## config.mk

```make
export PLATFORM = sky130hd
export DESIGN_NAME = srecord_loader_parser_core
export DESIGN_NICKNAME = d
export VERILOG_FILES = /design/src/rtl/srl_pkg.sv /design/src/rtl/srl_parser.sv /design/src/rtl/srl_out_stage.sv /design/src/rtl/srecord_loader_parser_core.sv
export VERILOG_INCLUDE_DIRS = /design/src /design/src/rtl
export SDC_FILE = /design/constraint.sdc
export NUM_CORES = 1
export LEC_CHECK = 0
export BUFFER_PORTS_ARGS = -buffer_cell sky130_fd_sc_hd__buf_2
export CAP_MARGIN = 0
export CORE_MARGIN = 1.5
export CORE_UTILIZATION = 51
export DETAILED_ROUTE_END_ITERATION = 7
export HOLD_SLACK_MARGIN = 0.1
export PLACE_DENSITY = 0.76
export SYNTH_ARGS = -nofsm -noshare
export SYNTH_HDL_FRONTEND = slang
export SYNTH_SLANG_ARGS = --single-unit
```

## constraint.sdc

```tcl
create_clock -name clock -period 6 [get_ports clock]
set_input_delay 1.2 -clock clock [delete_from_list [all_inputs] [get_ports clock]]
set_output_delay 1.2 -clock clock [all_outputs]
set_load 0.1 [all_outputs]
```

## src/rtl/assert_macros.svh

```systemverilog
// assertion macros for the rtl top level, the one rtl file that carries checks
// no dependencies; included by bare file name
`ifndef ASSERT_MACROS_SVH
`define ASSERT_MACROS_SVH

// condition holds at every edge outside reset
`define ASSERT_HOLDS(label, clk, rst, cond) \
   label: assert property (@(posedge clk) disable iff (rst) (cond)) \
      else $error("assertion failed");

// antecedent implies consequent in the same cycle
`define ASSERT_IMPLIES(label, clk, rst, ante, cons) \
   label: assert property (@(posedge clk) disable iff (rst) (ante) |-> (cons)) \
      else $error("assertion failed");

// antecedent implies consequent in the next cycle
`define ASSERT_NEXT(label, clk, rst, ante, cons) \
   label: assert property (@(posedge clk) disable iff (rst) (ante) |=> (cons)) \
      else $error("assertion failed");

`endif

```

## src/rtl/srl_pkg.sv

```systemverilog
// types, codes and helpers for the s-record loader parser
// no dependencies; imported by every module of the block
package srl_pkg;

   // parser phase, one-hot
   typedef enum logic [7:0] {
      PH_START = 8'b0000_0001,
      PH_TYPE  = 8'b0000_0010,
      PH_COUNT = 8'b0000_0100,
      PH_ADDR  = 8'b0000_1000,
      PH_DATA  = 8'b0001_0000,
      PH_CHECK = 8'b0010_0000,
      PH_TAIL  = 8'b0100_0000,
      PH_SKIP  = 8'b1000_0000
   } phase_type;

   typedef enum logic [2:0] {
      ST_OK    = 3'd0,
      ST_FIRST = 3'd1,
      ST_HEX   = 3'd2,
      ST_RANGE = 3'd3,
      ST_SUM   = 3'd4,
      ST_TYPE  = 3'd5
   } status_type;

   // record type digits, as value of the character minus '0'
   localparam logic [7:0] REC_HDR = 8'd0;
   localparam logic [7:0] REC_D16 = 8'd1;
   localparam logic [7:0] REC_D24 = 8'd2;
   localparam logic [7:0] REC_D32 = 8'd3;
   localparam logic [7:0] REC_CNT = 8'd5;
   localparam logic [7:0] REC_E32 = 8'd7;
   localparam logic [7:0] REC_E24 = 8'd8;
   localparam logic [7:0] REC_E16 = 8'd9;

   localparam logic [2:0] ADDR_BYTES_16 = 3'd2;
   localparam logic [2:0] ADDR_BYTES_24 = 3'd3;
   localparam logic [2:0] ADDR_BYTES_32 = 3'd4;

   localparam logic [7:0] CHAR_S       = 8'h53;
   localparam logic [7:0] CHAR_NL      = 8'h0A;
   localparam logic [7:0] CHAR_ZERO    = 8'h30;
   localparam logic [7:0] CHAR_NINE    = 8'h39;
   localparam logic [7:0] CHAR_UP_A    = 8'h41;
   localparam logic [7:0] CHAR_UP_F    = 8'h46;
   localparam logic [7:0] CHAR_LO_A    = 8'h61;
   localparam logic [7:0] CHAR_LO_F    = 8'h66;
   localparam logic [7:0] CHAR_SEVEN   = 8'h37;
   localparam logic [7:0] CHAR_LO_BIAS = 8'h57;   // 'a' - 10

   localparam logic [7:0]  SUM_GOOD      = 8'hFF;
   localparam logic [31:0] MEM_SIZE_RST  = 32'd65536;

   // one result as produced by the parser
   typedef struct packed {
      logic        write_enable;
      logic [31:0] write_address;
      logic [7:0]  write_data;
      logic        record_done;
      status_type  status;
      logic [31:0] extent;
   } result_type;

   // parser state seen by the top level
   typedef struct packed {
      phase_type   phase;
      logic [8:0]  bytes_left;
      status_type  sticky;
      logic [31:0] extent;
   } view_type;

   // hex digit decode: bit 4 set when the character is no hex digit
   function automatic logic [4:0] hex_value(input logic [7:0] c);
      logic [7:0] v;
      v = 8'd16;
      if (c >= CHAR_ZERO && c <= CHAR_NINE) v = c - CHAR_ZERO;
      else if (c >= CHAR_UP_A && c <= CHAR_UP_F) v = c - CHAR_SEVEN;
      else if (c >= CHAR_LO_A && c <= CHAR_LO_F) v = c - CHAR_LO_BIAS;
      return v[4:0];
   endfunction

endpackage

```

## src/rtl/srl_parser.sv

```systemverilog
// per-character parser state and next-state logic of the s-record loader
// depends on srl_pkg
module srl_parser (
   input  logic                clock,
   input  logic                reset,
   input  logic                step,
   input  logic [7:0]          character,
   input  logic [31:0]         memory_size,
   output srl_pkg::result_type result,
   output srl_pkg::view_type   view
);
   import srl_pkg::*;

   phase_type   phase_ff, phase_in;
   logic [8:0]  bytes_left_ff, bytes_left_in;
   logic [2:0]  addr_left_ff, addr_left_in;
   logic [31:0] load_addr_ff, load_addr_in;
   logic [7:0]  sum_ff, sum_in;
   logic [3:0]  high_nib_ff, high_nib_in;
   logic        nib_pend_ff, nib_pend_in;
   status_type  sticky_ff, sticky_in;
   logic [31:0] extent_ff, extent_in;

   logic [4:0]  hex;
   logic [7:0]  type_digit;
   logic [7:0]  byte_val;
   logic [7:0]  sum_plus;
   logic [7:0]  count_min;
   logic [31:0] addr_shift;
   logic [32:0] range_end;
   logic [31:0] addr_inc;

   always_comb begin
      hex        = hex_value(character);
      type_digit = character - CHAR_ZERO;
      byte_val   = {high_nib_ff, hex[3:0]};
      sum_plus   = sum_ff + byte_val;
      count_min  = {5'd0, addr_left_ff} + 8'd1;
      addr_shift = {load_addr_ff[23:0], byte_val};
      range_end  = {1'b0, addr_shift} + {24'd0, bytes_left_ff};
      addr_inc   = load_addr_ff + 32'd1;
   end

   always_comb begin
      phase_in      = phase_ff;
      bytes_left_in = bytes_left_ff;
      addr_left_in  = addr_left_ff;
      load_addr_in  = load_addr_ff;
      sum_in        = sum_ff;
      high_nib_in   = high_nib_ff;
      nib_pend_in   = nib_pend_ff;
      sticky_in     = sticky_ff;
      extent_in     = extent_ff;
      result        = '0;
      if (sticky_ff == ST_OK) begin
         unique case (phase_ff)
            PH_START: begin
               if (character == CHAR_S) phase_in = PH_TYPE;
               else sticky_in = ST_FIRST;
            end
            PH_TYPE: begin
               nib_pend_in  = 1'b0;
               load_addr_in = '0;
               unique case (type_digit) inside
                  REC_D16, REC_E16: begin
                     addr_left_in = ADDR_BYTES_16;
                     phase_in     = PH_COUNT;
                  end
                  REC_D24, REC_E24: begin
                     addr_left_in = ADDR_BYTES_24;
                     phase_in     = PH_COUNT;
                  end
                  REC_D32, REC_E32: begin
                     addr_left_in = ADDR_BYTES_32;
                     phase_in     = PH_COUNT;
                  end
                  REC_HDR, REC_CNT: phase_in = PH_SKIP;
                  default: sticky_in = ST_TYPE;
               endcase
            end
            PH_TAIL, PH_SKIP: begin
               if (character == CHAR_NL) begin
                  result.record_done = 1'b1;
                  phase_in           = PH_START;
               end
            end
            PH_COUNT, PH_ADDR, PH_DATA, PH_CHECK: begin
               if (hex[4]) begin
                  sticky_in = ST_HEX;
               end else if (!nib_pend_ff) begin
                  high_nib_in = hex[3:0];
                  nib_pend_in = 1'b1;
               end else begin
                  nib_pend_in = 1'b0;
                  sum_in      = sum_plus;
                  unique case (phase_ff)
                     PH_COUNT: begin
                        sum_in = byte_val;
                        if (byte_val < count_min) begin
                           sticky_in = ST_RANGE;
                        end else begin
                           bytes_left_in = {1'b0, byte_val - count_min};
                           phase_in      = PH_ADDR;
                        end
                     end
                     PH_ADDR: begin
                        load_addr_in = addr_shift;
                        addr_left_in = addr_left_ff - 3'd1;
                        // last address byte: check the whole record fits
                        if (addr_left_ff == 3'd1) begin
                           if (range_end > {1'b0, memory_size}) sticky_in = ST_RANGE;
                           else if (bytes_left_ff == 9'd0) phase_in = PH_CHECK;
                           else phase_in = PH_DATA;
                        end
                     end
                     PH_DATA: begin
                        result.write_enable  = 1'b1;
                        result.write_address = load_addr_ff;
                        result.write_data    = byte_val;
                        if (addr_inc > extent_ff) extent_in = addr_inc;
                        load_addr_in  = addr_inc;
                        bytes_left_in = bytes_left_ff - 9'd1;
                        if (bytes_left_ff == 9'd1) phase_in = PH_CHECK;
                     end
                     default: begin
                        if (sum_plus != SUM_GOOD) sticky_in = ST_SUM;
                        else phase_in = PH_TAIL;
                     end
                  endcase
               end
            end
            default: phase_in = phase_ff;
         endcase
      end
      result.status = sticky_in;
      result.extent = extent_in;
   end

   always_ff @(posedge clock) begin
      if (reset) begin
         phase_ff      <= PH_START;
         bytes_left_ff <= '0;
         addr_left_ff  <= '0;
         load_addr_ff  <= '0;
         sum_ff        <= '0;
         high_nib_ff   <= '0;
         nib_pend_ff   <= 1'b0;
         sticky_ff     <= ST_OK;
         extent_ff     <= '0;
      end else if (step) begin
         phase_ff      <= phase_in;
         bytes_left_ff <= bytes_left_in;
         addr_left_ff  <= addr_left_in;
         load_addr_ff  <= load_addr_in;
         sum_ff        <= sum_in;
         high_nib_ff   <= high_nib_in;
         nib_pend_ff   <= nib_pend_in;
         sticky_ff     <= sticky_in;
         extent_ff     <= extent_in;
      end
   end

   assign view.phase      = phase_ff;
   assign view.bytes_left = bytes_left_ff;
   assign view.sticky     = sticky_ff;
   assign view.extent     = extent_ff;

endmodule

```

## src/rtl/srl_out_stage.sv

```systemverilog
// result register and handshake of the s-record loader
// depends on srl_pkg
module srl_out_stage (
   input  logic                clock,
   input  logic                reset,
   input  logic                in_valid,
   output logic                in_ready,
   input  srl_pkg::result_type in_result,
   output logic                out_valid,
   input  logic                out_ready,
   output srl_pkg::result_type out_result
);
   import srl_pkg::*;

   logic       valid_ff, valid_in;
   result_type data_ff;
   logic       load;

   // the register frees up in the same cycle its content is taken
   assign in_ready = !valid_ff || out_ready;
   assign load     = in_valid && in_ready;

   always_comb begin
      valid_in = valid_ff;
      if (load) valid_in = 1'b1;
      else if (out_ready) valid_in = 1'b0;
   end

   always_ff @(posedge clock) begin
      if (reset) valid_ff <= 1'b0;
      else valid_ff <= valid_in;
   end

   always_ff @(posedge clock) begin
      if (load) data_ff <= in_result;
   end

   assign out_valid  = valid_ff;
   assign out_result = data_ff;

endmodule

```

## src/rtl/srecord_loader_parser_core.sv

```systemverilog
// top level of the s-record loader parser: csr register, parser, result stage
// depends on srl_pkg, srl_parser, srl_out_stage and assert_macros.svh
//
//  channel   dir  handshake              payload
//  req_      in   req_tvalid/req_tready  tdata: character
//  rsp_      out  rsp_tvalid/rsp_tready  tdata: address, data, status, extent;
//                                        tuser: write enable; tlast: record done
//  csr_      in   csr_wen                csr_wdata: memory size
//
// one result per character, one character per cycle sustained while rsp_tready stays high
// a character accepted at an edge has its result registered and shown right after that edge
// the single result register sets the rate; it is refilled in the cycle it drains
// reset: synchronous, clears parser state, sticky error, extent; memory size 65536
// a stalled rsp_tready holds the result and drops req_tready until taken
`include "assert_macros.svh"

module srecord_loader_parser_core (
   input  logic        clock,
   input  logic        reset,
   // request channel
   input  logic        req_tvalid,
   output logic        req_tready,
   input  logic [7:0]  req_tdata,    // [7:0] character
   // result channel
   output logic        rsp_tvalid,
   input  logic        rsp_tready,
   output logic [79:0] rsp_tdata,    // [31:0] write_address, [39:32] write_data,
                                     // [42:40] status, [74:43] extent, rest zero
   output logic        rsp_tuser,    // [0] write_enable
   output logic        rsp_tlast,    // record_done
   // configuration
   input  logic        csr_wen,
   input  logic [31:0] csr_wdata     // memory_size
);
   import srl_pkg::*;

   logic [31:0] mem_size_ff;
   logic        step;
   result_type  step_result;
   result_type  rsp_result;
   view_type    view;

   // destination memory size; the user must write it only while idle, the block does not enforce this
   always_ff @(posedge clock) begin
      if (reset) mem_size_ff <= MEM_SIZE_RST;
      else if (csr_wen) mem_size_ff <= csr_wdata;
   end

   // a request advances the parser exactly when it enters the result register
   assign step = req_tvalid && req_tready;

   srl_parser u_parser (
      .clock       (clock),
      .reset       (reset),
      .step        (step),
      .character   (req_tdata),
      .memory_size (mem_size_ff),
      .result      (step_result),
      .view        (view)
   );

   srl_out_stage u_out (
      .clock      (clock),
      .reset      (reset),
      .in_valid   (req_tvalid),
      .in_ready   (req_tready),
      .in_result  (step_result),
      .out_valid  (rsp_tvalid),
      .out_ready  (rsp_tready),
      .out_result (rsp_result)
   );

   // pack the result fields, lowest first
   assign rsp_tdata = {5'd0,
                       rsp_result.extent,
                       rsp_result.status,
                       rsp_result.write_data,
                       rsp_result.write_address};
   assign rsp_tuser = rsp_result.write_enable;
   assign rsp_tlast = rsp_result.record_done;

   // an error once raised never changes until reset
   `ASSERT_NEXT(a_sticky_holds, clock, reset, view.sticky != ST_OK, view.sticky == $past(view.sticky))
   // a shown write never carries an error status
   `ASSERT_IMPLIES(a_write_ok, clock, reset, rsp_tvalid && rsp_tuser, rsp_result.status == ST_OK)
   // the data phase always has at least one byte outstanding
   `ASSERT_IMPLIES(a_data_left, clock, reset, view.phase == PH_DATA, view.bytes_left != 9'd0)
   // extent only grows
   `ASSERT_NEXT(a_extent_grows, clock, reset, !reset, view.extent >= $past(view.extent))

endmodule

```

Word-level counts from Yosys, hierarchy flattened
Cells that the tools add are included.
{ "totals": {"regBits": 210, "input_bits": 45, "output_inout_bits": 84, "word_cells": 158} }
{ "op_classes": {"n_lt_le_gt_ge": 9, "muxes": 52, "n_addsub": 10, "n_eq_ne": 34, "n_reduce_logical": 31, "bitwise": 5} }
{ "ops": {"columns": ["op", "count"], "rows": [
  ["two-way mux 32 bit", 8],
  ["one-hot mux 32 bit (2 select lines)", 2],
  ["two-way mux 8 bit", 10],
  ["two-way mux 41 bit", 1],
  ["two-way mux 3 bit", 12],
  ["adder 32 x 9 -> 33 bit", 1],
  ["> comparator 33 x 32 -> 1 bit", 1],
  ["adder 32 x 1 -> 32 bit, second input constant", 1],
  ["equality test 8 x 4 -> 1 bit, second input constant", 4],
  ["> comparator 32 bit", 1],
  ["one-hot mux 8 bit (4 select lines)", 1],
  ["one-hot mux 3 bit (3 select lines)", 3],
  ["equality test 8 x 2 -> 1 bit, second input constant", 3],
  ["equality test 8 x 3 -> 1 bit, second input constant", 3],
  ["one-hot mux 8 bit (3 select lines)", 1],
  ["one-hot mux 9 bit (2 select lines)", 1],
  ["equality test 8 x 1 -> 1 bit, second input constant", 2],
  ["equality test 8 x 7 -> 1 bit, second input constant", 2],
  ["greater-or-equal comparator 8 x 7 -> 1 bit, second input constant", 2],
  ["<= comparator 8 x 7 -> 1 bit, second input constant", 2],
  ["one-hot mux 8 bit (2 select lines)", 1],
  ["two-way mux 5 bit", 3],
  ["AND reduction 7 bit", 2],
  ["AND reduction 13 bit", 1],
  ["other kinds (46)", 73]
]} }

Depth between registers and ports, before layout
{ "depth": {"ltp_word": 14, "ltp_mapped": 27, "depth_no_buf": 25} }

By module
From an unflattened synthesis, not the netlist that was laid out.
{ "hier_totals": {"cells_unflattened": 1498, "area_unflattened_um2": 13193.9} }
{ "by_module_without_submodules": {"columns": ["module", "n_inst", "seq_area_each_um2", "cells_per_inst", "area_per_inst_um2"], "rows": [
  ["srl_parser", 1, 2001.9, 1306, 9613.0],
  ["srl_out_stage", 1, 2332.2, 82, 2367.3],
  ["srecord_loader_parser_core", 1, 640.6, 110, 1213.7]
]} }

Least setup slack after synthesis
OpenSTA, ideal clock, no wires.
{ "synth_path": {"path_type": "input to register", "start": "in rsp_tready", "end": "reg u_parser.phase_ff[0]", "stages": 9, "t_arrival_ns": 6.125, "path_slack_ns": -0.244, "cell_sequence": "nand2b_1 and2_1 clkbuf_1 nand2_1 a21oi_1 nand4_1 and3b_1 nand3_1 a211o_1"} }
{ "synth_between": {"elab_chain_len": 3} }
{ "synth_lines": {"columns": ["item", "line_no", "rtl"], "rows": [
  ["from (decl)", "srecord_loader_parser_core.sv:26", "input logic rsp_tready,"],
  ["logical OR 1 bit", "srl_out_stage.sv:20", "assign in_ready = !valid_ff || out_ready;"],
  ["logical AND 1 bit", "srecord_loader_parser_core.sv:50", "assign step = req_tvalid && req_tready;"],
  ["net step", "srecord_loader_parser_core.sv:38", "logic step;"],
  ["AND reduction 13 bit (no source line)", null, null],
  ["to (signal assigned)", "srl_parser.sv:151", "phase_ff <= phase_in;"],
  ["to (decl)", "srl_parser.sv:14", "phase_type phase_ff, phase_in;"]
]} }
The timed path passes the listed nets, and every way through them passes these cells.
A chain may end at the register's enable or synchronous reset.

Final worst setup path
{ "layout_path": {"start": "in req_tdata[3]", "end": "reg u_parser.phase_ff[0]"} }
{ "layout_between": {"elab_chain_len": 9} }
{ "layout_lines": {"columns": ["item", "line_no", "rtl"], "rows": [
  ["from (decl)", "srecord_loader_parser_core.sv:23", "input logic [7:0] req_tdata,"],
  ["greater-or-equal comparator 8 x 7 -> 1 bit or <= comparator 8 x 7 -> 1 bit (tied branches)", "srl_pkg.sv:78", "else if (c >= CHAR_LO_A && c <= CHAR_LO_F) v = c - CHAR_LO_BIAS;"],
  ["logical AND 1 bit", "srl_pkg.sv:78", null],
  ["two-way mux 5 bit", "srl_pkg.sv:78", null],
  ["two-way mux 5 bit", "srl_pkg.sv:77", "else if (c >= CHAR_UP_A && c <= CHAR_UP_F) v = c - CHAR_SEVEN;"],
  ["two-way mux 5 bit *", "srl_pkg.sv:76", "if (c >= CHAR_ZERO && c <= CHAR_NINE) v = c - CHAR_ZERO;"],
  ["net u_parser.addr_shift[2]", "srl_parser.sv:29", "logic [31:0] addr_shift;"],
  ["adder 32 x 9 -> 33 bit or adder 8 bit (tied branches)", "srl_parser.sv:40, srl_parser.sv:37", null],
  ["> comparator 33 x 32 -> 1 bit or != test 8 bit (tied branches)", "srl_parser.sv:111, srl_parser.sv:126", null],
  ["!= test 3 bit (no source line) or != test 5 bit (tied branches)", null, null],
  ["AND reduction 13 bit (no source line) *", null, null]
]} }
Mark *: on every way through the listed nets, which the timed path passes. The rest lies on a longest branch.

==> reports/results.tsv <==
stage	metric	value	unit
placement	Area after DPL	14040	µm²
timing	final setup fails	0	
final_layout	multi-input logic area	7188	µm²
floorplan	num rows	58	
clock_network	postcts setup bufs	0	
final_layout	share of layout cells above drive strength 1	17.08	%
detailed_routing	Routed WL per cell	17.89	µm
grt	first-pass GRT wire length	54.71	mm
critical_path	worst path required time	6.40	ns
floorplan	chip height	162.0	µm
timing	final worst-path setup slack	0.3105	ns
final_layout	Post-Layout Inst Area	14850	µm²
placement	Place WS	-0.2901	ns
clock_network	Resized cells post-CTS	0	
grt	remaining global-route overflow	0	
final_layout	fin util	59.49	%
detailed_routing	vias per cell	5.924	
power	VDD IR max	200.2	µV
power	Pwr Density	224.6	nW/µm²
critical_path	Crit path largest cell delay	0.42	ns
status	status	completed	
floorplan	die area	26240	µm²
floorplan	Initial Util	51.63	%
yosys	cell taking the most area after synthesis	dfxtp_1	
floorplan	Core ar.	24960	µm²
timing	Tcrit/Tclk final	94.83	%
floorplan	Die Wd	162.0	µm
timing	fmax	175.8	MHz
clock_network	hold_buf cts	0	
placement	DP HPWL	24.44	mm
critical_path	slowest CP cell	or3b_1	
detailed_routing	DRC	0	
clock_network	Root Driver	clkbuf_16	
yosys	Syn Area/Cell	8.859	µm²
yosys	EDFF count, synth	77	
power	Pleak	6.163	nW
yosys	post-synthesis cell type count	76	
detailed_routing	DR vias	11360	
flow_run	Max Cap Viol	0	
hold_path	min-delay worst type	reg2reg	
timing	Final Hold Fails	0	
clock_network	clk sinks	210	
critical_path	kind of launch point of the worst setup path	primary input	
timing	slew margin rel.	36.86	%
clock_network	clk_lat worst skew	0.52	ns
placement	RePlAce Congestion	0.9141	
yosys	sequential area share after synthesis	38.59	%
final_layout	Storage cell area	4975	µm²
yosys	ys async rst share	0	%
timing	minimum clock period	5.690	ns
grt	largest net degree at the start of global routing	78	
detailed_routing	DR iter-0 viols	840	
grt	Total GRT Usage	25.85	%
final_layout	Syn-to-layout area delta	15.22	%
yosys	#FFs+latches synth	210	
detailed_routing	Antenna Violating Nets Remaining	0	
detailed_routing	drt pass-1 iters	5	
yosys	top_reg_cell synth	dfxtp_1	
placement	IO Port Bufs	123	
clock_network	Clock transition at path regs	0.06	ns
final_layout	ant diodes	0	
clock_network	Longest Clk Path Bufs	3	
critical_path	Critical Path Fanout Max	8	
yosys	Synth top area share	20.66	%
clock_network	CTS H-Tree Depth	1	
floorplan	I/O pin total	129	
yosys	Mapped Cells	1455	
timing	Pins Over Slew Limit	0	
timing	Worst-Margin Slew	0.9471	ns
critical_path	cell chain of the critical path	buf_2, or3b_1, a311oi_2, and2_2, a21o_1, a22o_1, ha_1, a21oi_2, nor2b_1, o21a_1, o41a_1, a21o_2, buf_4, nand3_1, xnor2_1, ha_1, nand4_1, nor4_2, nand4_1, a31oi_2, and2_4, nand3_2, a211o_1	
critical_path	data arrival time of the critical path	6.09	ns
clock_network	CTS tree	done	
power	Final Total Pwr	3.335	mW
timing	clk_skew	0.01012	ns
yosys	Post-Synthesis Cell Area	12890	µm²
critical_path	critical path type	in2reg	
final_layout	Nets	1713	
grt	number of global-route vias before repair	10910	
yosys	top cells by area, synth	dfxtp_1 (21%), edfxtp_1 (18%), ha_1 (9.1%)	
critical_path	Critical Path Sink Type	register	
yosys	Warnings, synthesis	0	
detailed_routing	Post-Route WL	34.29	mm
clock_network	number of CTS-inserted buffers	23	
final_layout	Filler cells	2203	
grt	initial antenna violation count	0	
==> layout make-up <==
type	count	area share, %
multi-input combinational	1032	48.40
sequential	210	33.50
timing repair buffer	187	7.397
clock buffer	26	3.951
inverter	117	2.957
tap	330	2.780
clock inverter	15	1.019
==> critical path, delay by kind of cell <==
| family | cells | cell delay [ns] |
|---|---|---|
| AO/OA/AOI/OAI | 9 | 2.11 |
| buffers and inverters | 2 | 0.26 |
| XOR/XNOR | 1 | 0.09 |
| adder cells (fa/ha/maj) | 2 | 0.60 |
| AND/OR/NAND/NOR | 9 | 1.80 |
==> power breakdown <==
group | leakage, nW | switching (mW) | internal (mW) | total [mW]
sequential | 1.84 | 0.0138 | 1.51 | 1.53
clock | 0.345 | 0.606 | 0.797 | 1.40
combinational | 3.98 | 0.320 | 0.0846 | 0.404
==> path summary, 6_finish.rpt <==
kind | slack [ns] | start | to | cells after the start
setup reg to reg | 0.95 | u_parser.load_addr_ff[1] | u_parser.extent_ff[30] | 14
setup / recovery | 0.31 | req_tdata[3] | u_parser.phase_ff[0] | 23
hold reg to reg | 0.48 | u_parser.extent_ff[24] | u_parser.extent_ff[24] | 2
hold / removal | 0.48 | u_parser.extent_ff[24] | u_parser.extent_ff[24] | 2
==> layer usage <==
layer | wire length, µm | part of all wire, % | track usage, % | vias to the layer above
met2 | 16670 | 49 | 45.26 | 412
li1 | - | - | - | 5428
met3 | 2285 | 6.7 | 3.703 | 92
met1 | 14210 | 41 | 32.08 | 5425
met4 | 1132 | 3.3 | 10.26 | 0
met5 | 0 | 0 | 0 | -
==> cells in the mapped netlist (31+ instances only) <==
master and instances:
o21ai_0 78, xor2_1 31, edfxtp_1 77, clkbuf_1 78
ha_1 94, and2_1 47, nor2_1 122, mux2i_1 43
nand3_1 33, a21oi_1 61, nand4_1 39, nand2_1 131
inv_1 116, xnor2_1 43, dfxtp_1 133
==> layout by cell type (no fill, tap or decap), types with 5 or more instances in the layout <==
master	Yosys	layout
buf_4	6	65
nand3_1	33	32
a211oi_1	8	8
nand4_1	39	39
a211o_1	8	8
and4_1	7	7
or3_1	6	6
a21o_1	19	18
nor2b_1	12	12
o41ai_1	23	22
o2111ai_1	18	17
xnor2_1	43	43
mux2_2	11	11
and2_1	47	44
o21ai_0	78	78
conb_1	1	5
clkbuf_16	0	23
mux2i_1	43	43
edfxtp_1	77	77
nand2_1	131	130
a22oi_1	12	11
o211ai_1	27	27
a21oi_1	61	59
a22o_1	9	9
clkinvlp_4	0	6
nand2b_1	9	9
and3_1	13	13
dfxtp_1	133	133
nor3_1	24	23
o21a_1	7	7
ha_1	94	94
or4_1	5	5
inv_1	116	115
xor2_1	31	31
buf_2	4	122
nor2_1	122	122
==> registers in the layout, summed over array words and instances, names as in the netlist <==
name                    count
u_parser.extent_ff         32
u_out.out_result           77
u_out.out_valid             1
u_parser.load_addr_ff      32
u_parser.bytes_left_ff      9
u_parser.addr_left_ff       3
u_parser.sum_ff             8
u_parser.sticky_ff          3
u_parser.phase_ff           8
u_parser.high_nib_ff        4
u_parser.nib_pend_ff        1
mem_size_ff                32
==> kinds of logic (layout without fill, tap and decap cells) <==
logic type               after synthesis  after routing  synth area share (%)
AND/OR/NAND/NOR                      479            479                 18.59
AO/OA/AOI/OAI                        323            323                 17.28
buffers and inverters                217            345                 6.591
flip-flops                           210            210                 38.59
adder cells (fa/ha/maj)               97             97                 9.590
XOR/XNOR                              74             74                 5.028
multiplexers                          54             54                 4.300
other                                  1              5               0.02909
==> through the flow <==
stage	hold WS, ns	TNS (ns)	instances
6_report	0.4755	0	1917
3_3_place_gp	0.4554	-1.119	1876
2_1_floorplan	0.4443	0	1459
4_1_cts	0.4783	0	1917
5_1_grt	0.5126	-0.02983	1917
3_5_place_dp	0.4688	-2.270	1876
Power figures use the tool's default switching activity.
